--- src/nsrc_pkg.sv ---
// Package for the nearest sample rate converter: constants, register codes and shared types.
package nsrc_pkg;

  // Storage chunk size in elements and the width of an element offset
  localparam int CHUNK_ELEMENTS = 1024;
  localparam int OFS_W          = (CHUNK_ELEMENTS > 2) ? $clog2(CHUNK_ELEMENTS) : 1;

  // Field widths fixed by the interface
  localparam int STEP_W  = 13;
  localparam int POS_W   = 14;   // holds position plus one step
  localparam int CNT_W   = 24;
  localparam int SMP_W   = 16;
  localparam int COFS_W  = 10;
  localparam int N_W     = 6;
  localparam int CIDX_W  = 2;

  localparam logic [POS_W-1:0] FRAME_ONE   = POS_W'(256);
  localparam logic [N_W-1:0]   MAX_RESULTS = N_W'(32);

  // Configuration register indexes
  localparam logic [CIDX_W-1:0] CFG_STEP_RATIO   = 2'd0;
  localparam logic [CIDX_W-1:0] CFG_STEREO       = 2'd1;
  localparam logic [CIDX_W-1:0] CFG_WIDE_SAMPLES = 2'd2;
  localparam logic [CIDX_W-1:0] CFG_OUTPUT_TOTAL = 2'd3;

  // Configuration register contents
  typedef struct packed {
    logic [STEP_W-1:0] step_ratio;
    logic              stereo;
    logic              wide_samples;
    logic [CNT_W-1:0]  output_total;
  } cfg_t;

  // Controller to datapath commands
  typedef struct packed {
    logic load;    // take the input beat
    logic step;    // emit one output beat
    logic finish;  // close the frame, settle the next position
  } cmd_t;

  // Datapath to controller status
  typedef struct packed {
    logic more;       // another output is due for this frame
    logic slot_free;  // output register can take a beat
    logic last;       // the output being emitted ends the frame
  } sts_t;

  // Controller states, one-hot
  typedef enum logic [1:0] {
    ST_IDLE = 2'b01,
    ST_EMIT = 2'b10
  } state_t;

endpackage

--- src/nsrc_cfg_regs.sv ---
// Configuration register file of the nearest sample rate converter.
module nsrc_cfg_regs
  import nsrc_pkg::*;
(
  input  logic              clk,
  input  logic              rst_n,
  input  logic              cfg_valid,
  output logic              cfg_ready,
  input  logic [CIDX_W-1:0] cfg_index,
  input  logic [CNT_W-1:0]  cfg_data,
  output cfg_t              cfg
);

  cfg_t cfg_r;
  cfg_t cfg_nxt;

  assign cfg_ready = 1'b1;
  assign cfg      = cfg_r;

  // Register write decode
  always_comb begin
    cfg_nxt = cfg_r;
    if (cfg_valid) begin
      case (cfg_index)
        CFG_STEP_RATIO:   cfg_nxt.step_ratio   = cfg_data[STEP_W-1:0];
        CFG_STEREO:       cfg_nxt.stereo       = cfg_data[0];
        CFG_WIDE_SAMPLES: cfg_nxt.wide_samples = cfg_data[0];
        CFG_OUTPUT_TOTAL: cfg_nxt.output_total = cfg_data;
        default:          cfg_nxt = cfg_r;
      endcase
    end
  end

  always_ff @(posedge clk) begin
    if (!rst_n) begin
      cfg_r.step_ratio   <= STEP_W'(256);
      cfg_r.stereo       <= 1'b0;
      cfg_r.wide_samples <= 1'b1;
      cfg_r.output_total <= '0;
    end else begin
      cfg_r <= cfg_nxt;
    end
  end

endmodule

--- src/nsrc_datapath.sv ---
// Datapath: sample conversion, position, count, chunk offset and output register.
module nsrc_datapath
  import nsrc_pkg::*;
(
  input  logic               clk,
  input  logic               rst_n,
  input  cfg_t               cfg,
  input  cmd_t               cmd,
  output sts_t               sts,
  input  logic [SMP_W-1:0]   in_first_raw,
  input  logic [SMP_W-1:0]   in_second_raw,
  input  logic               in_new_sound,
  output logic               out_valid,
  input  logic               out_ready,
  output logic signed [SMP_W-1:0] out_left_out,
  output logic signed [SMP_W-1:0] out_right_out,
  output logic [COFS_W-1:0]  out_chunk_offset,
  output logic               out_chunk_start,
  output logic               out_run_last,
  output logic               out_sound_done
);

  // Frame state
  logic [POS_W-1:0] pos_r, pos_nxt;
  logic [CNT_W-1:0] cnt_r, cnt_nxt;
  logic [OFS_W-1:0] ofs_r, ofs_nxt;
  logic [N_W-1:0]   n_r, n_nxt;
  logic [SMP_W-1:0] left_r, right_r;

  // Output register
  logic             ov_r;
  logic [SMP_W-1:0] ol_r, or_r;
  logic [COFS_W-1:0] oofs_r;
  logic             ostart_r, olast_r, odone_r;

  logic [POS_W-1:0] pos_adv, pos_src, pos_fin;
  logic [CNT_W-1:0] cnt_adv;
  logic [N_W-1:0]   n_adv;
  logic [OFS_W:0]   ofs_sum;
  logic [OFS_W-1:0] ofs_adv;
  logic [31:0]      ofs_ext;
  logic             more_adv;

  // 8-bit unsigned becomes signed 16-bit by flipping the top bit
  function automatic logic [SMP_W-1:0] conv(input logic [SMP_W-1:0] raw, input logic wide);
    logic [SMP_W-1:0] res;
    if (wide) res = raw;
    else      res = {~raw[7], raw[6:0], 8'h00};
    return res;
  endfunction

  // One output step
  assign pos_adv = pos_r + POS_W'(cfg.step_ratio);
  assign cnt_adv = cnt_r + CNT_W'(1);
  assign n_adv   = n_r + N_W'(1);
  assign ofs_sum = {1'b0, ofs_r} + (cfg.stereo ? (OFS_W+1)'(2) : (OFS_W+1)'(1));
  assign ofs_adv = (ofs_sum >= (OFS_W+1)'(CHUNK_ELEMENTS))
                   ? OFS_W'(ofs_sum - (OFS_W+1)'(CHUNK_ELEMENTS))
                   : ofs_sum[OFS_W-1:0];
  assign ofs_ext = 32'(ofs_r);

  assign sts.more      = (pos_r < FRAME_ONE) && (cnt_r < cfg.output_total)
                         && (n_r < MAX_RESULTS);
  assign more_adv      = (pos_adv < FRAME_ONE) && (cnt_adv < cfg.output_total)
                         && (n_adv < MAX_RESULTS);
  assign sts.last      = !more_adv;
  assign sts.slot_free = !ov_r || out_ready;

  // Position left for the next frame, floored at zero
  assign pos_src = cmd.step ? pos_adv : pos_r;
  assign pos_fin = (pos_src >= FRAME_ONE) ? (pos_src - FRAME_ONE) : '0;

  always_comb begin
    pos_nxt = pos_r;
    cnt_nxt = cnt_r;
    ofs_nxt = ofs_r;
    n_nxt   = n_r;
    if (cmd.load) begin
      n_nxt = '0;
      if (in_new_sound) begin
        pos_nxt = '0;
        cnt_nxt = '0;
        ofs_nxt = '0;
      end
    end
    if (cmd.step) begin
      pos_nxt = pos_adv;
      cnt_nxt = cnt_adv;
      ofs_nxt = ofs_adv;
      n_nxt   = n_adv;
    end
    if (cmd.finish) pos_nxt = pos_fin;
  end

  always_ff @(posedge clk) begin
    if (!rst_n) begin
      pos_r <= '0;
      cnt_r <= '0;
      ofs_r <= '0;
      n_r   <= '0;
      ov_r  <= 1'b0;
    end else begin
      pos_r <= pos_nxt;
      cnt_r <= cnt_nxt;
      ofs_r <= ofs_nxt;
      n_r   <= n_nxt;
      if (cmd.step)     ov_r <= 1'b1;
      else if (out_ready) ov_r <= 1'b0;
    end
  end

  // Captured samples and output payload
  always_ff @(posedge clk) begin
    if (cmd.load) begin
      left_r  <= conv(in_first_raw, cfg.wide_samples);
      right_r <= cfg.stereo ? conv(in_second_raw, cfg.wide_samples) : '0;
    end
    if (cmd.step) begin
      ol_r     <= left_r;
      or_r     <= right_r;
      oofs_r   <= ofs_ext[COFS_W-1:0];
      ostart_r <= (ofs_r == '0);
      olast_r  <= !more_adv;
      odone_r  <= (cnt_adv == cfg.output_total);
    end
  end

  assign out_valid        = ov_r;
  assign out_left_out     = ol_r;
  assign out_right_out    = or_r;
  assign out_chunk_offset = oofs_r;
  assign out_chunk_start  = ostart_r;
  assign out_run_last     = olast_r;
  assign out_sound_done   = odone_r;

endmodule

--- src/nsrc_ctrl.sv ---
// Controller state machine: input acceptance and per-frame output sequencing.
module nsrc_ctrl
  import nsrc_pkg::*;
(
  input  logic clk,
  input  logic rst_n,
  input  logic in_valid,
  output logic in_ready,
  input  sts_t sts,
  output cmd_t cmd
);

  state_t state_r, state_nxt;

  always_comb begin
    state_nxt = state_r;
    cmd       = '0;
    in_ready  = 1'b0;
    case (state_r)
      ST_IDLE: begin
        in_ready = 1'b1;
        if (in_valid) begin
          cmd.load  = 1'b1;
          state_nxt = ST_EMIT;
        end
      end
      ST_EMIT: begin
        if (!sts.more) begin
          // frame makes no (more) output
          cmd.finish = 1'b1;
          state_nxt  = ST_IDLE;
        end else if (sts.slot_free) begin
          cmd.step = 1'b1;
          if (sts.last) begin
            cmd.finish = 1'b1;
            state_nxt  = ST_IDLE;
          end
        end
      end
      default: state_nxt = ST_IDLE;
    endcase
  end

  always_ff @(posedge clk) begin
    if (!rst_n) state_r <= ST_IDLE;
    else        state_r <= state_nxt;
  end

endmodule

--- src/nearest_sample_rate_converter_unit.sv ---
// Top level of the nearest sample rate converter.
//
//   channel | ports                                   | direction
//   --------+-----------------------------------------+----------
//   input   | in_valid/in_ready, in_first_raw, ...    | in
//   result  | out_valid/out_ready, out_left_out, ...  | out
//   config  | cfg_valid/cfg_ready, cfg_index/cfg_data | in
//
// A source frame is accepted, then each output beat is stepped through the
// shared position/count adders into the output register until the frame
// ends; a frame with no output makes no beat and only settles the position.
// Reset is synchronous, active low; it restores register defaults and clears
// position, count and chunk offset. A stalled output register holds the
// emit sequence; the next frame is accepted while the last beat still waits.
module nearest_sample_rate_converter_unit
  import nsrc_pkg::*;
(
  input  logic               clk,
  input  logic               rst_n,
  input  logic               in_valid,
  output logic               in_ready,
  input  logic [SMP_W-1:0]   in_first_raw,
  input  logic [SMP_W-1:0]   in_second_raw,
  input  logic               in_new_sound,
  output logic               out_valid,
  input  logic               out_ready,
  output logic signed [SMP_W-1:0] out_left_out,
  output logic signed [SMP_W-1:0] out_right_out,
  output logic [COFS_W-1:0]  out_chunk_offset,
  output logic               out_chunk_start,
  output logic               out_run_last,
  output logic               out_sound_done,
  input  logic               cfg_valid,
  output logic               cfg_ready,
  input  logic [CIDX_W-1:0]  cfg_index,
  input  logic [CNT_W-1:0]   cfg_data
);

  cfg_t cfg;
  cmd_t cmd;
  sts_t sts;

  nsrc_cfg_regs u_cfg (
    .clk       (clk),
    .rst_n     (rst_n),
    .cfg_valid (cfg_valid),
    .cfg_ready (cfg_ready),
    .cfg_index (cfg_index),
    .cfg_data  (cfg_data),
    .cfg       (cfg)
  );

  nsrc_ctrl u_ctrl (
    .clk      (clk),
    .rst_n    (rst_n),
    .in_valid (in_valid),
    .in_ready (in_ready),
    .sts      (sts),
    .cmd      (cmd)
  );

  nsrc_datapath u_dp (
    .clk              (clk),
    .rst_n            (rst_n),
    .cfg              (cfg),
    .cmd              (cmd),
    .sts              (sts),
    .in_first_raw     (in_first_raw),
    .in_second_raw    (in_second_raw),
    .in_new_sound     (in_new_sound),
    .out_valid        (out_valid),
    .out_ready        (out_ready),
    .out_left_out     (out_left_out),
    .out_right_out    (out_right_out),
    .out_chunk_offset (out_chunk_offset),
    .out_chunk_start  (out_chunk_start),
    .out_run_last     (out_run_last),
    .out_sound_done   (out_sound_done)
  );

endmodule
--- config.mk ---
export PLATFORM = sky130hd
export DESIGN_NAME = nearest_sample_rate_converter_unit
export DESIGN_NICKNAME = d
export VERILOG_FILES = /design/src/nsrc_pkg.sv /design/src/nsrc_cfg_regs.sv /design/src/nsrc_datapath.sv /design/src/nsrc_ctrl.sv /design/src/nearest_sample_rate_converter_unit.sv
export SDC_FILE = /design/constraint.sdc
export NUM_CORES = 1
export LEC_CHECK = 0
export BUFFER_PORTS_ARGS = -buffer_cell sky130_fd_sc_hd__buf_4
export CORE_UTILIZATION = 60
export DETAILED_ROUTE_END_ITERATION = 7
export PLACE_DENSITY_LB_ADDON = 0.1
export SYNTH_ARGS = -nofsm -noshare
export SYNTH_HDL_FRONTEND = slang
export SYNTH_SLANG_ARGS = --single-unit
--- constraint.sdc ---
create_clock -name clk -period 6.99 [get_ports clk]
set_input_delay 1.398 -clock clk [delete_from_list [all_inputs] [get_ports clk]]
set_output_delay 1.398 -clock clk [all_outputs]
set_load 0.005 [all_outputs]
; ---- Word-level counts from Yosys, hierarchy flattened
; Cells that the tools add are included.
[word_totals]
elab_cells = 100
reg_bits = 173
out_inout_bits = 48
inputBits = 64
[classes]
n_reduce_logical = 22
order_cmp = 8
muxes = 33
bitwise_logic = 2
addsub = 6
n_eq_ne = 9
[op_table]
columns = operator, count
row1 = two-way mux 14 bit, 6
row2 = two-way mux 24 bit, 3
row3 = less-than comparator 24 bit, 2
row4 = two-way mux 10 bit, 4
row5 = two-way mux 16 bit, 2
row6 = "less-than comparator 14 x 9 -> 1 bit, second input constant", 2
row7 = "adder 24 x 1 -> 24 bit, second input constant", 1
row8 = == test 24 bit, 1
row9 = adder 14 x 13 -> 14 bit, 1
row10 = "greater-or-equal comparator 14 x 9 -> 1 bit, second input constant", 1
row11 = two-way mux 2 bit, 7
row12 = AND reduction 2 bit, 7
row13 = "subtractor 14 x 9 -> 14 bit, second input constant", 1
row14 = "less-than comparator 6 bit, second input constant", 2
row15 = two-way mux 6 bit, 2
row16 = adder 10 x 2 -> 11 bit, 1
row17 = "greater-or-equal comparator 11 bit, second input constant", 1
row18 = logical NOT 10 bit, 1
row19 = "subtractor 10 x 1 -> 10 bit, second input constant", 1
row20 = two-way mux 1 bit, 8
row21 = "adder 6 x 1 -> 6 bit, second input constant", 1
row22 = "== test 2 bit, second input constant", 3
row23 = "!= test 3 bit, second input constant", 2
row24 = nonzero test 2 bit, 3
row25 = other kinds (10), 17

; ---- Depth between registers and ports, before layout
; Gate-level depths: netlist of the first run.
[logic_depth]
depth_word = 12
ltp_mapped = 21

; ---- Modules after synthesis
; From an unflattened synthesis of the first run, not the netlist that was laid out.
[hier_totals]
cells_unflattened = 906
hier_area_um2 = 9323.9
[by_module_without_submodules]
columns = module, cells_per_inst, area_per_inst_um2, n_inst
row1 = nsrc_datapath, 735, 7636.1, 1
row2 = nsrc_cfg_regs, 160, 1574.0, 1
row3 = nsrc_ctrl, 11, 113.9, 1

; ---- Worst setup path before layout of the first run
; OpenSTA, ideal clock, no wires.
[synth_timing]
kind = flip-flop to flip-flop
startpoint = register u_dp.cnt_r[0]
endpoint = register u_dp.pos_r[10]
t_required_ns = 6.873
arrival_ns = 4.176
stages_incl_launch_ff = 22
setup_ns = 0.117
path_slack_ns = 2.698
n_path_buf = 3
cell_sequence = dfxtp_1 > ha_1 > and3_1 > clkbuf_1 > nand2_1 > nor2_1 > nand3_1 > and3b_1 > clkbuf_1 > nand3_1 > xnor2_1 > ha_1 > and4_1 > nand2b_1 > nor2_1 > a2111oi_0 > o211ai_1 > nor4_2 > o22ai_1 > and3_1 > buf_6 > a22o_1
[synth_via]
elab_chain_len = 10
[synth_rtl]
columns = element, line
row1 = "start, declared", nsrc_datapath.sv:25  ; logic [CNT_W-1:0] cnt_r, cnt_nxt;
row2 = "start signal, assigned", nsrc_datapath.sv:104  ; cnt_r <= cnt_nxt;
row3 = adder 24 x 1 -> 24 bit, nsrc_datapath.sv:54  ; assign cnt_adv = cnt_r + CNT_W'(1);
row4 = less-than comparator 24 bit, nsrc_datapath.sv:64  ; assign more_adv = (pos_adv < FRAME_ONE) && (cnt_adv < cfg.output_total)
row5 = logical AND 1 bit, nsrc_datapath.sv:64
row6 = logical AND 1 bit, nsrc_datapath.sv:65  ; && (n_adv < MAX_RESULTS);
row7 = two-way mux 1 bit, nsrc_ctrl.sv:34  ; if (sts.last) begin
row8 = two-way mux 2 bit, nsrc_ctrl.sv:32  ; end else if (sts.slot_free) begin
row9 = two-way mux 1 bit, nsrc_ctrl.sv:28  ; if (!sts.more) begin
row10 = two-way mux 2 bit *, nsrc_ctrl.sv:19  ; case (state_r)
row11 = nonzero test 3 bit (no source line), n/a
row12 = AND reduction 2 bit (no source line), n/a
row13 = "end signal, assigned", nsrc_datapath.sv:103  ; pos_r <= pos_nxt;
row14 = "end, declared", nsrc_datapath.sv:24  ; logic [POS_W-1:0] pos_r, pos_nxt;
; Mark *: on every way between the ends. The rest lies on a longest branch, timed or not.
; A chain may end at the register's enable or synchronous reset.

; ---- Worst setup path after layout of the first run
[layout_timing]
startpoint = register u_dp.cnt_r[2]
endpoint = register u_dp.pos_r[12]
; The elaborated chain is that of the path after synthesis.

==> results.sh, run 1 <==
export IMPL_setup_viol=0
export IMPL_relSlewSlack=0.3591
export IMPL_min_to="u_dp.out_left_out[6]"
export IMPL_r2r_start="u_dp.cnt_r[2]"
export IMPL_ys_flop_type="dfxtp_1"
export IMPL_routed_wl_mm=20.84
export IMPL_report_final_slew_viol_count=0
export IMPL_cts_buffers=17
export IMPL_cp_start_kind="register"
export IMPL_grt_util_all_layers=0.2703
export IMPL_ir_worst_vdd_mv=0.1667
export IMPL_die_h_um=126.6
export IMPL_ff2ff_setup_slack_ns=2.02
export IMPL_ant_nets=0
export IMPL_grt_first_pass_wirelength_mm=34.11
export IMPL_powerDensity_nw_per_um2=202.3
export IMPL_netlist_area_um2=9318
export IMPL_syn_nets=1121
export IMPL_routabilityCongestion=0.8912
export IMPL_holdPathStages=0
export IMPL_hp_class="reg -> reg"
export IMPL_synth_distinct_cells=75
export IMPL_antenna_found_initial=0
export IMPL_dr_pass1_iters=5
export IMPL_clk_latency_ns=0.43
export IMPL_cts_root_buf="clkbuf_16"
export IMPL_hp_start="u_dp.left_r[6]"
export IMPL_drc=0
export IMPL_design_core_area_um2=15200
export IMPL_grt_start_max_net_pins=93
export IMPL_clock_sinks=173
export IMPL_rsz0062_at_grt="no"
export IMPL_dr_total_vias=7487
export IMPL_wire_per_inst_um=16.28
export IMPL_finalSetupTns_ns=0
export IMPL_start_util=0.6129
export IMPL_antennaDiodeCount=0
export IMPL_synth_edf_count=77
export IMPL_p_leak_nw=4.492
export IMPL_grt_overflow=0
export IMPL_path_clk_slew_ns=0.07
export IMPL_final_layout_size_suffix_gt1_frac=0.1566
export IMPL_drtIter0Drc=526
export IMPL_final_common_cell="nand2_1"
export IMPL_power_total_mw=2.188
export IMPL_cts_hold_buf=0
export IMPL_post_cts_buffers=0
export IMPL_rr_worst_depth=17
export IMPL_area_growth_pct=16.05
export IMPL_r2r_end="u_dp.pos_r[12]"
export IMPL_cts_max_level=4
export IMPL_cts_path_max_buffers=2
export IMPL_grt_pass1_vias=6972
export IMPL_cap_violations=0
export IMPL_io_pins=112
export IMPL_finalClockSkew_ns=0.01028
export IMPL_avgSynthCellArea_um2=9.431
export IMPL_cts_resized=0
export IMPL_async_flop_share=0
export IMPL_fin_crit_sh=0.7107
export IMPL_synth_seq_cells=173
export IMPL_vias_per_cell=5.849
export IMPL_tightest_slew_ns=0.9587
export IMPL_max_freq_mhz=201.3
export IMPL_die_area_um2=16030
export IMPL_rows=45
export IMPL_hold_violations=0
export IMPL_critPathCaptureType="register"
export IMPL_fin_nets=1212
export IMPL_critPathKind="reg -> reg"
export IMPL_port_buffers=110
export IMPL_cp_max_fo=7
export IMPL_min_period_ns=4.968
export IMPL_final_cell_mix="nand2_1, buf_4, dfxtp_1"
export IMPL_arrival_ns=5.29
export IMPL_die_width_um=126.6
export IMPL_status="finished, final reports clean"
export IMPL_synth_cells=988
export IMPL_crit_required_ns=7.31
export IMPL_hpwl_mm=14.88
export IMPL_cts_tree="done"
export IMPL_ys_warn_count=0
export IMPL_synth_seq_area_share=0.4544
==> worst max path at each step <==
stage                        from        endpoint  slack (ns)  cells past startpoint
global route        u_dp.cnt_r[2]  u_dp.pos_r[12]        1.75                     17
floorplan           u_dp.cnt_r[0]  u_dp.pos_r[10]        2.70                     21
finish              u_dp.cnt_r[2]  u_dp.pos_r[12]        2.02                     17
CTS                 u_dp.cnt_r[2]  u_dp.pos_r[12]        2.15                     17
detailed placement  u_dp.cnt_r[2]  u_dp.pos_r[12]        2.19                     17
global placement    u_dp.cnt_r[2]  u_dp.pos_r[12]        2.37                     17
==> flip-flops by register name, summed over array words and instances (netlist names), 2 cells and up <==
register / flops
u_dp.right_r: 16
u_dp.out_chunk_offset: 10
u_dp.n_r: 6
u_cfg.cfg: 39
u_dp.cnt_r: 24
u_dp.ofs_r: 10
u_dp.out_left_out: 16
u_dp.out_right_out: 16
u_ctrl.state_r: 2
u_dp.left_r: 16
u_dp.pos_r: 14
==> report_power, final <==
group	total [mW]	leakage, nW	internal (mW)	switching (mW)
Clock	0.912	0.280	0.475	0.437
Sequential	1.10	1.49	1.08	0.0118
Combinational	0.180	2.73	0.0774	0.103
==> through the flow <==
stage          utilization  std cells  worst slack, ns  area, µm²  hold WS, ns
6_report            0.7113       1280            2.022      10810       0.4194
3_3_place_gp        0.6737       1248            2.369      10240       0.4000
3_5_place_dp        0.6737       1248            2.186      10240       0.4045
4_1_cts             0.7113       1280            2.152      10810       0.4200
5_1_grt             0.7113       1280            1.753      10810       0.4239
2_1_floorplan            -        988            2.698       9318       0.4003
==> cells in the mapped netlist (2+ instances only) <==
cell type / n / area [µm²]
a2bb2oi_1: 2 / 17.52
o21a_1: 3 / 22.52
nand4_1: 11 / 68.82
and2_1: 26 / 162.7
a21oi_1: 52 / 260.3
or3_1: 4 / 25.02
mux2i_1: 9 / 90.09
o21ai_0: 48 / 240.2
xnor2_1: 15 / 131.4
buf_4: 3 / 22.52
o211a_1: 3 / 30.03
a22o_1: 6 / 52.55
a21o_1: 19 / 142.6
o21ai_1: 4 / 20.02
and3b_1: 3 / 26.28
or4_1: 2 / 15.01
mux2_2: 8 / 90.09
o211ai_1: 4 / 30.03
and3_1: 20 / 125.1
a21boi_0: 50 / 375.4
nor4_1: 6 / 37.54
o2bb2ai_1: 4 / 35.03
fa_1: 2 / 40.04
a21boi_1: 6 / 45.04
o22ai_1: 3 / 18.77
nor2b_1: 21 / 131.4
dfxtp_1: 96 / 1922
buf_1: 5 / 18.77
edfxtp_1: 77 / 2312
xor2_1: 13 / 113.9
buf_2: 3 / 15.01
nand3b_1: 4 / 30.03
clkbuf_1: 33 / 123.9
nor2_1: 55 / 206.5
and4_1: 4 / 35.03
o2111ai_1: 2 / 17.52
nand3_1: 42 / 210.2
a211oi_1: 2 / 15.01
nand2b_1: 9 / 56.30
inv_1: 41 / 153.9
a31oi_1: 6 / 37.54
ha_1: 67 / 838.3
nand2_1: 150 / 563.0
nor3_1: 14 / 70.07
==> worst max-delay path, cell delays in order, from the launching register on <==
cell	delay (ns)
dfxtp_1	0.42
and3_1	0.27
nand3_1	0.23
nor3_2	0.37
and3_1	0.32
nand3_1	0.24
nor2_1	0.21
xor2_1	0.22
ha_1	0.30
and4_1	0.23
nand2b_1	0.10
nor2_1	0.05
a2111oi_0	0.44
o211ai_1	0.19
nor4_2	0.45
o22ai_1	0.25
and3_1	0.33
a22o_1	0.23
==> logic make-up (layout without fill, tap and decap cells) <==
kind of cell,Yosys count,count (layout),share of synthesized area
buf+inv,87,191,0.03746
flops,173,173,0.4544
other cells,1,1,0.0004025
mux,17,17,0.01934
simple gates,379,379,0.1975
xor+xnor,28,28,0.02632
compound gates,234,234,0.1703
fa+ha+maj,69,69,0.09427
==> cell type report <==
class	instances	area [µm²]
clock buffer	17	425.4
clock inverter	15	146.4
timing repair buffer	117	878.3
fill	1159	4389
tap	188	235.2
inverter	42	157.7
multi-input combinational	728	4736
sequential	173	4234
==> routing by layer <==
metal,routed length (µm),share of wire,vias up,global-route usage
met4,516,0.025,0,0.09568
met2,9703,0.47,262,0.4498
met5,0,0,-,0
met3,1336,0.064,36,0.04682
met1,9282,0.45,3487,0.3559
li1,-,-,3702,-
Note: power is estimated with default switching activity, not from simulation.
==> run 2: changes to the inputs <==
--- a/config.mk
+++ b/config.mk
@@ -6,7 +6,7 @@
 export NUM_CORES = 1
 export LEC_CHECK = 0
 export BUFFER_PORTS_ARGS = -buffer_cell sky130_fd_sc_hd__buf_4
-export CORE_UTILIZATION = 60
+export CORE_UTILIZATION = 59
 export DETAILED_ROUTE_END_ITERATION = 7
 export PLACE_DENSITY_LB_ADDON = 0.1
 export SYNTH_ARGS = -nofsm -noshare
==> constraint.sdc (replaced) <==
create_clock -name clk -period 4.9 [get_ports clk]
set_input_delay 0.98 -clock clk [delete_from_list [all_inputs] [get_ports clk]]
set_output_delay 0.98 -clock clk [all_outputs]
set_load 0.005 [all_outputs]
==> run 2 against run 1 <==
  * Combinational power increased by 44%
  * Non-clock buffer count increased by 3
  * Sequential share of layout area decreased by 0.20 points
  * Clock skew about the same
  * First-iteration DRC count increased by 0.95%
  * Clock power increased by 43%
  * Core utilization decreased by 0.16 points
  * Sequential power increased by 42%
  * Via count decreased by 0.55%
  * Global-route usage decreased by 0.37 points
  * Hold slack got worse by 0.0034 ns
  * Wire length increased by 0.42%
  * Highest routed layer unchanged
==> results.sh, run 2 (synthesized netlist as in run 1, its figures left out) <==
export IMPL_multi_input_area_um2=4737
export IMPL_place_area_um2=10280
export IMPL_hpwl_mm=14.79
export IMPL_arrival_ns=4.84
export IMPL_setup_slack_ns=0.3831
export IMPL_grt_first_pass_wirelength_mm=34.21
export IMPL_dr_pass1_iters=5
export IMPL_cts_max_level=4
export IMPL_p_leak_nw=4.503
export IMPL_final_cell_mix="nand2_1, buf_4, dfxtp_1"
export IMPL_finalClockSkew_ns=0.01013
export IMPL_fin_crit_sh=0.9218
export IMPL_grt_util_all_layers=0.2666
export IMPL_fin_nets=1215
export IMPL_r2r_start="u_dp.cnt_r[0]"
export IMPL_routabilityCongestion=0.9133
export IMPL_grt_start_max_net_pins=93
export IMPL_start_util=0.6084
export IMPL_holdPathStages=0
export IMPL_power_frac_clock=0.417
export IMPL_wire_per_inst_um=16.02
export IMPL_min_to="u_dp.out_left_out[6]"
export IMPL_rows=45
export IMPL_internal_power_mw=2.335
export IMPL_port_buffers=110
export IMPL_met1_usage=0.3643
export IMPL_cts_path_max_buffers=2
export IMPL_setup_viol=0
export IMPL_drc=0
export IMPL_crit_slowest_cell="dfxtp_1"
export IMPL_cap_violations=0
export IMPL_final_fill_count=1207
export IMPL_critPathMaxStageDelay_ns=0.42
export IMPL_r2r_end="u_dp.pos_r[4]"
export IMPL_antennaDiodeCount=0
export IMPL_cts_root_buf="clkbuf_16"
export IMPL_hold_violations=0
export IMPL_vias_per_cell=5.701
export IMPL_clock_sinks=173
export IMPL_netSwitchingPower_mw=0.7894
export IMPL_grt_use_met2=0.4352
export IMPL_report_final_slew_viol_count=0
export IMPL_ir_worst_vdd_mv=0.2514
export IMPL_tightest_slew_ns=0.9439
export IMPL_design_area_um2=10870
export IMPL_dr_total_vias=7446
export IMPL_clk_latency_ns=0.43
export IMPL_grt_overflow=0
export IMPL_drtIter0Drc=531
export IMPL_cts_tree="done"
export IMPL_max_freq_mhz=221.4
export IMPL_pwr_share_seq=0.500
export IMPL_gr_usage_met3=0.04716
export IMPL_grt_pass1_vias=6816
export IMPL_ff_latch_area_um2=4234
export IMPL_switching_share=0.2526
export IMPL_final_layout_size_suffix_gt1_frac=0.1589
export IMPL_routed_wl_mm=20.93
export IMPL_io_pins=112
export IMPL_die_h_um=127.7
export IMPL_utilization=0.7096
export IMPL_cts_hold_buf=0
export IMPL_final_common_cell="nand2_1"
export IMPL_largest_reg_flops=39
export IMPL_cp_max_fo=7
export IMPL_relSlewSlack=0.3690
export IMPL_grt_busiest_layer="met2"
export IMPL_cp_start_kind="register"
export IMPL_die_width_um=127.7
export IMPL_area_growth_pct=16.64
export IMPL_stdcell_count=1306
export IMPL_pwr_share_comb=0.083
export IMPL_die_area_um2=16300
export IMPL_min_period_ns=4.517
export IMPL_crit_required_ns=5.22
export IMPL_critPathKind="reg -> reg"
export IMPL_antenna_found_initial=0
export IMPL_placedCellCount=1273
export IMPL_path_clk_slew_ns=0.07
export IMPL_cp_cell_sequence="ha_1 > and3_1 > nand2_1 > nor2_1 > nand3_1 > and3b_2 > nand3_1 > xnor2_1 > ha_1 > and4_1 > nand2b_1 > nor2_1 > a2111oi_0 > o211ai_1 > nor4_2 > o22ai_1 > and3_1 > a22o_1"
export IMPL_hp_start="u_dp.left_r[6]"
export IMPL_critPathCaptureType="register"
export IMPL_rr_worst_depth=18
export IMPL_hp_class="reg -> reg"
export IMPL_status="finished, final reports clean"
export IMPL_cts_buffers=17
export IMPL_post_place_ws_ns=0.2350
export IMPL_design_core_area_um2=15310
export IMPL_powerDensity_nw_per_um2=287.5
export IMPL_ff2ff_setup_slack_ns=0.38
export IMPL_ant_nets=0
==> run 2: per-stage QoR <==
step	setup TNS (ns)	hold WS [ns]	power [mW]
final	0	0.4160	3.125
after CTS	0	0.4169	3.136
after global routing	-0.07261	0.4293	3.231
after floorplan	0	0.4003	1.746
after detailed placement	0	0.4045	1.850
after global placement	0	0.4002	1.845
==> run 2: how the worst max path moves through the flow <==
stage	depth (start not counted)	to	slack, ns	from
2_1_floorplan	21	u_dp.pos_r[10]	0.61	u_dp.cnt_r[0]
3_3_place_gp	18	u_dp.pos_r[12]	0.34	u_dp.cnt_r[0]
3_5_place_dp	18	u_dp.pos_r[12]	0.24	u_dp.cnt_r[0]
4_1_cts	18	u_dp.pos_r[4]	0.18	u_dp.cnt_r[0]
5_1_grt	18	u_dp.pos_r[10]	-0.02	u_dp.cnt_r[0]
6_report	18	u_dp.pos_r[4]	0.38	u_dp.cnt_r[0]
==> run 2: timing repair <==
action,CTS,global route
resized for setup,0,1
setup buffers,0,1
setup endpoints to repair,0,13
==> run 2: power by group through the flow <==
stage	Sequential (mW)	Combinational (mW)	Clock, mW
after global placement	1.59	0.252	0
after global routing	1.56	0.285	1.38
final	1.56	0.260	1.30
after floorplan	1.59	0.156	0
after detailed placement	1.59	0.255	0
after CTS	1.56	0.257	1.32
==> run 2: cell type report <==
type,instances,area share
Timing Repair Buffer,120,0.08289
Multi-Input combinational cell,728,0.4359
Inverter,42,0.01451
Clock buffer,18,0.03949
Sequential cell,173,0.3896
Tap cell,211,0.02429
Clock inverter,14,0.01335
==> run 2: metal layers <==
layer	part of all wire	wire, µm
met3	0.058	1204
met4	0.015	304
met5	0	0
met2	0.47	9833
met1	0.46	9583
==> run 2: worst max-delay path, delay by kind of cell, from the launching register on <==
family,cells,cell delay (ns)
adders and majority gates,2,0.55
AOI/OAI and AO/OA,4,1.03
DFF,1,0.42
and+or+nand+nor,11,2.24
xor gates and xnor gates,1,0.17
==> run 3: changes to the inputs <==
--- a/config.mk
+++ b/config.mk
@@ -6,7 +6,9 @@
 export NUM_CORES = 1
 export LEC_CHECK = 0
 export BUFFER_PORTS_ARGS = -buffer_cell sky130_fd_sc_hd__buf_4
-export CORE_UTILIZATION = 59
+export CELL_PAD_IN_SITES_DETAIL_PLACEMENT = 2
+export CELL_PAD_IN_SITES_GLOBAL_PLACEMENT = 2
+export CORE_UTILIZATION = 37
 export DETAILED_ROUTE_END_ITERATION = 7
 export PLACE_DENSITY_LB_ADDON = 0.1
 export SYNTH_ARGS = -nofsm -noshare
==> run 3 against run 2 <==
  * Final cell count increased by 8.8%
  * Fmax decreased by 1.2%
  * Critical endpoint unchanged
  * Clock skew increased by 0.0070 ns
  * Combinational power increased by 10%
  * Sequential share of layout area decreased by 0.88 points
  * Sequential cell count unchanged
  * Largest cell class unchanged
==> results.sh, run 3 (synthesized netlist as in run 1, its figures left out) <==
export IMPL_status="finished, final reports clean"
export IMPL_r2r_end="u_dp.pos_r[4]"
export IMPL_final_layout_size_suffix_gt1_frac=0.1696
export IMPL_path_buf_inv=0
export IMPL_r2r_start="u_dp.cnt_r[0]"
export IMPL_holdPathStages=0
export IMPL_ir_worst_vdd_mv=0.2061
export IMPL_cts_tree="done"
export IMPL_min_to="u_dp.out_right_out[0]"
export IMPL_routabilityCongestion=0.8063
export IMPL_crit_slowest_cell="dfxtp_1"
export IMPL_grt_first_pass_wirelength_mm=46.11
export IMPL_placedCellCount=1387
export IMPL_switching_share=0.2793
export IMPL_drc=0
export IMPL_powerDensity_nw_per_um2=295.0
export IMPL_max_freq_mhz=218.7
export IMPL_min_period_ns=4.573
export IMPL_cts_buffers=17
export IMPL_drtIter0Drc=290
export IMPL_antenna_found_initial=0
export IMPL_area_growth_pct=19.32
export IMPL_wire_per_inst_um=20.33
export IMPL_routed_wl_mm=28.88
export IMPL_finalSetupTns_ns=0
export IMPL_ff_latch_area_um2=4234
export IMPL_dr_pass1_iters=4
export IMPL_hp_start="u_dp.right_r[0]"
export IMPL_ant_nets=0
export IMPL_die_h_um=160.7
export IMPL_design_area_um2=11120
export IMPL_stdcell_count=1421
export IMPL_arrival_ns=4.92
export IMPL_design_core_area_um2=24530
export IMPL_critPathMaxStageDelay_ns=0.42
export IMPL_finalClockSkew_ns=0.01717
export IMPL_place_area_um2=10440
export IMPL_grt_util_all_layers=0.2299
export IMPL_cts_max_level=4
export IMPL_start_util=0.3798
export IMPL_antennaDiodeCount=0
export IMPL_fin_crit_sh=0.9333
export IMPL_grt_pass1_vias=8398
export IMPL_setup_slack_ns=0.3267
export IMPL_hpwl_mm=20.90
export IMPL_fin_nets=1217
export IMPL_post_place_ws_ns=-0.04942
export IMPL_cts_hold_buf=0
export IMPL_hold_violations=0
export IMPL_critPathCaptureType="register"
export IMPL_cp_cell_sequence="ha_1 > and3_2 > nand2_1 > nor2_1 > nand3_1 > and3b_2 > nand3_1 > xnor2_1 > ha_1 > and4_1 > nand2b_1 > nor2_1 > a2111oi_0 > o211ai_1 > nor4_4 > o22ai_2 > and3_2 > a22o_1"
export IMPL_port_buffers=110
export IMPL_cp_max_fo=7
export IMPL_cpLargestDelayFamily="simple AND/OR/NAND/NOR gates"
export IMPL_vias_per_cell=5.414
export IMPL_relSlewSlack=0.2823
export IMPL_clk_latency_ns=0.45
export IMPL_die_area_um2=25820
export IMPL_grt_start_max_net_pins=67
export IMPL_pwr_share_seq=0.476
export IMPL_setup_viol=0
export IMPL_final_fill_count=2671
export IMPL_utilization=0.4532
export IMPL_netSwitchingPower_mw=0.9160
export IMPL_internal_power_mw=2.364
export IMPL_power_frac_clock=0.436
export IMPL_largest_reg_flops=39
export IMPL_cts_path_max_buffers=2
export IMPL_cts_root_buf="clkbuf_16"
export IMPL_tightest_slew_ns=1.074
export IMPL_multi_input_area_um2=4781
export IMPL_hp_class="reg -> reg"
export IMPL_clock_sinks=173
export IMPL_rows=57
export IMPL_dr_total_vias=7693
export IMPL_report_final_slew_viol_count=0
export IMPL_path_clk_slew_ns=0.08
export IMPL_final_cell_mix="nand2_1, buf_4, dfxtp_1"
export IMPL_cp_start_kind="register"
export IMPL_critPathKind="reg -> reg"
export IMPL_cap_violations=0
export IMPL_die_width_um=160.7
export IMPL_pwr_share_comb=0.087
export IMPL_p_leak_nw=4.541
export IMPL_io_pins=112
export IMPL_ff2ff_setup_slack_ns=0.33
export IMPL_final_common_cell="nand2_1"
export IMPL_grt_overflow=0
export IMPL_crit_required_ns=5.24
export IMPL_rr_worst_depth=18
## run 3: worst max-delay path by stage
stage | from | end | slack, ns | depth (start not counted)
global placement | u_dp.cnt_r[2] | u_dp.pos_r[10] | 0.22 | 17
CTS | u_dp.cnt_r[2] | u_dp.pos_r[4] | 0.02 | 17
finish | u_dp.cnt_r[0] | u_dp.pos_r[4] | 0.33 | 18
detailed placement | u_dp.cnt_r[2] | u_dp.pos_r[4] | -0.05 | 17
floorplan | u_dp.cnt_r[0] | u_dp.pos_r[10] | 0.61 | 21
global route | u_dp.cnt_r[0] | u_dp.pos_r[4] | -0.002 | 17
## run 3: power by group through the flow
stage	Combinational (mW)	Sequential [mW]	Clock (mW)
finish	0.286	1.56	1.43
global route	0.313	1.57	1.53
CTS	0.289	1.56	1.47
detailed placement	0.283	1.60	0
global placement	0.274	1.59	0
floorplan	0.156	1.59	0
## run 3: area by class of cell
cell class	count	share of cell area
Multi-Input combinational cell	728	0.4300
Sequential cell	173	0.3808
Timing Repair Buffer	122	0.08238
Clock buffer	17	0.03826
Tap cell	324	0.03646
Clock inverter	15	0.01789
Inverter	42	0.01418
## run 3: per-stage QoR
| step | power (mW) | hold WS [ns] |
|---|---|---|
| CTS | 3.319 | 0.4210 |
| global route | 3.405 | 0.4211 |
| detailed placement | 1.879 | 0.4065 |
| floorplan | 1.746 | 0.4003 |
| global placement | 1.866 | 0.4001 |
| finish | 3.280 | 0.4250 |
## run 3: timing repair
action,in CTS,in global routing
setup endpoints to repair,8,13
resized for setup,2,7
pin swaps,0,2
setup buffers,0,2
## run 3: per-layer routing
metal / global-route usage / vias to the layer above / wire length (µm)
met1: 0.2875 / 3818 / 13130
met3: 0.03745 / 29 / 863
li1: - / 3721 / -
met4: 0.06947 / 0 / 405
met5: 0 / - / 0
met2: 0.4048 / 125 / 14480
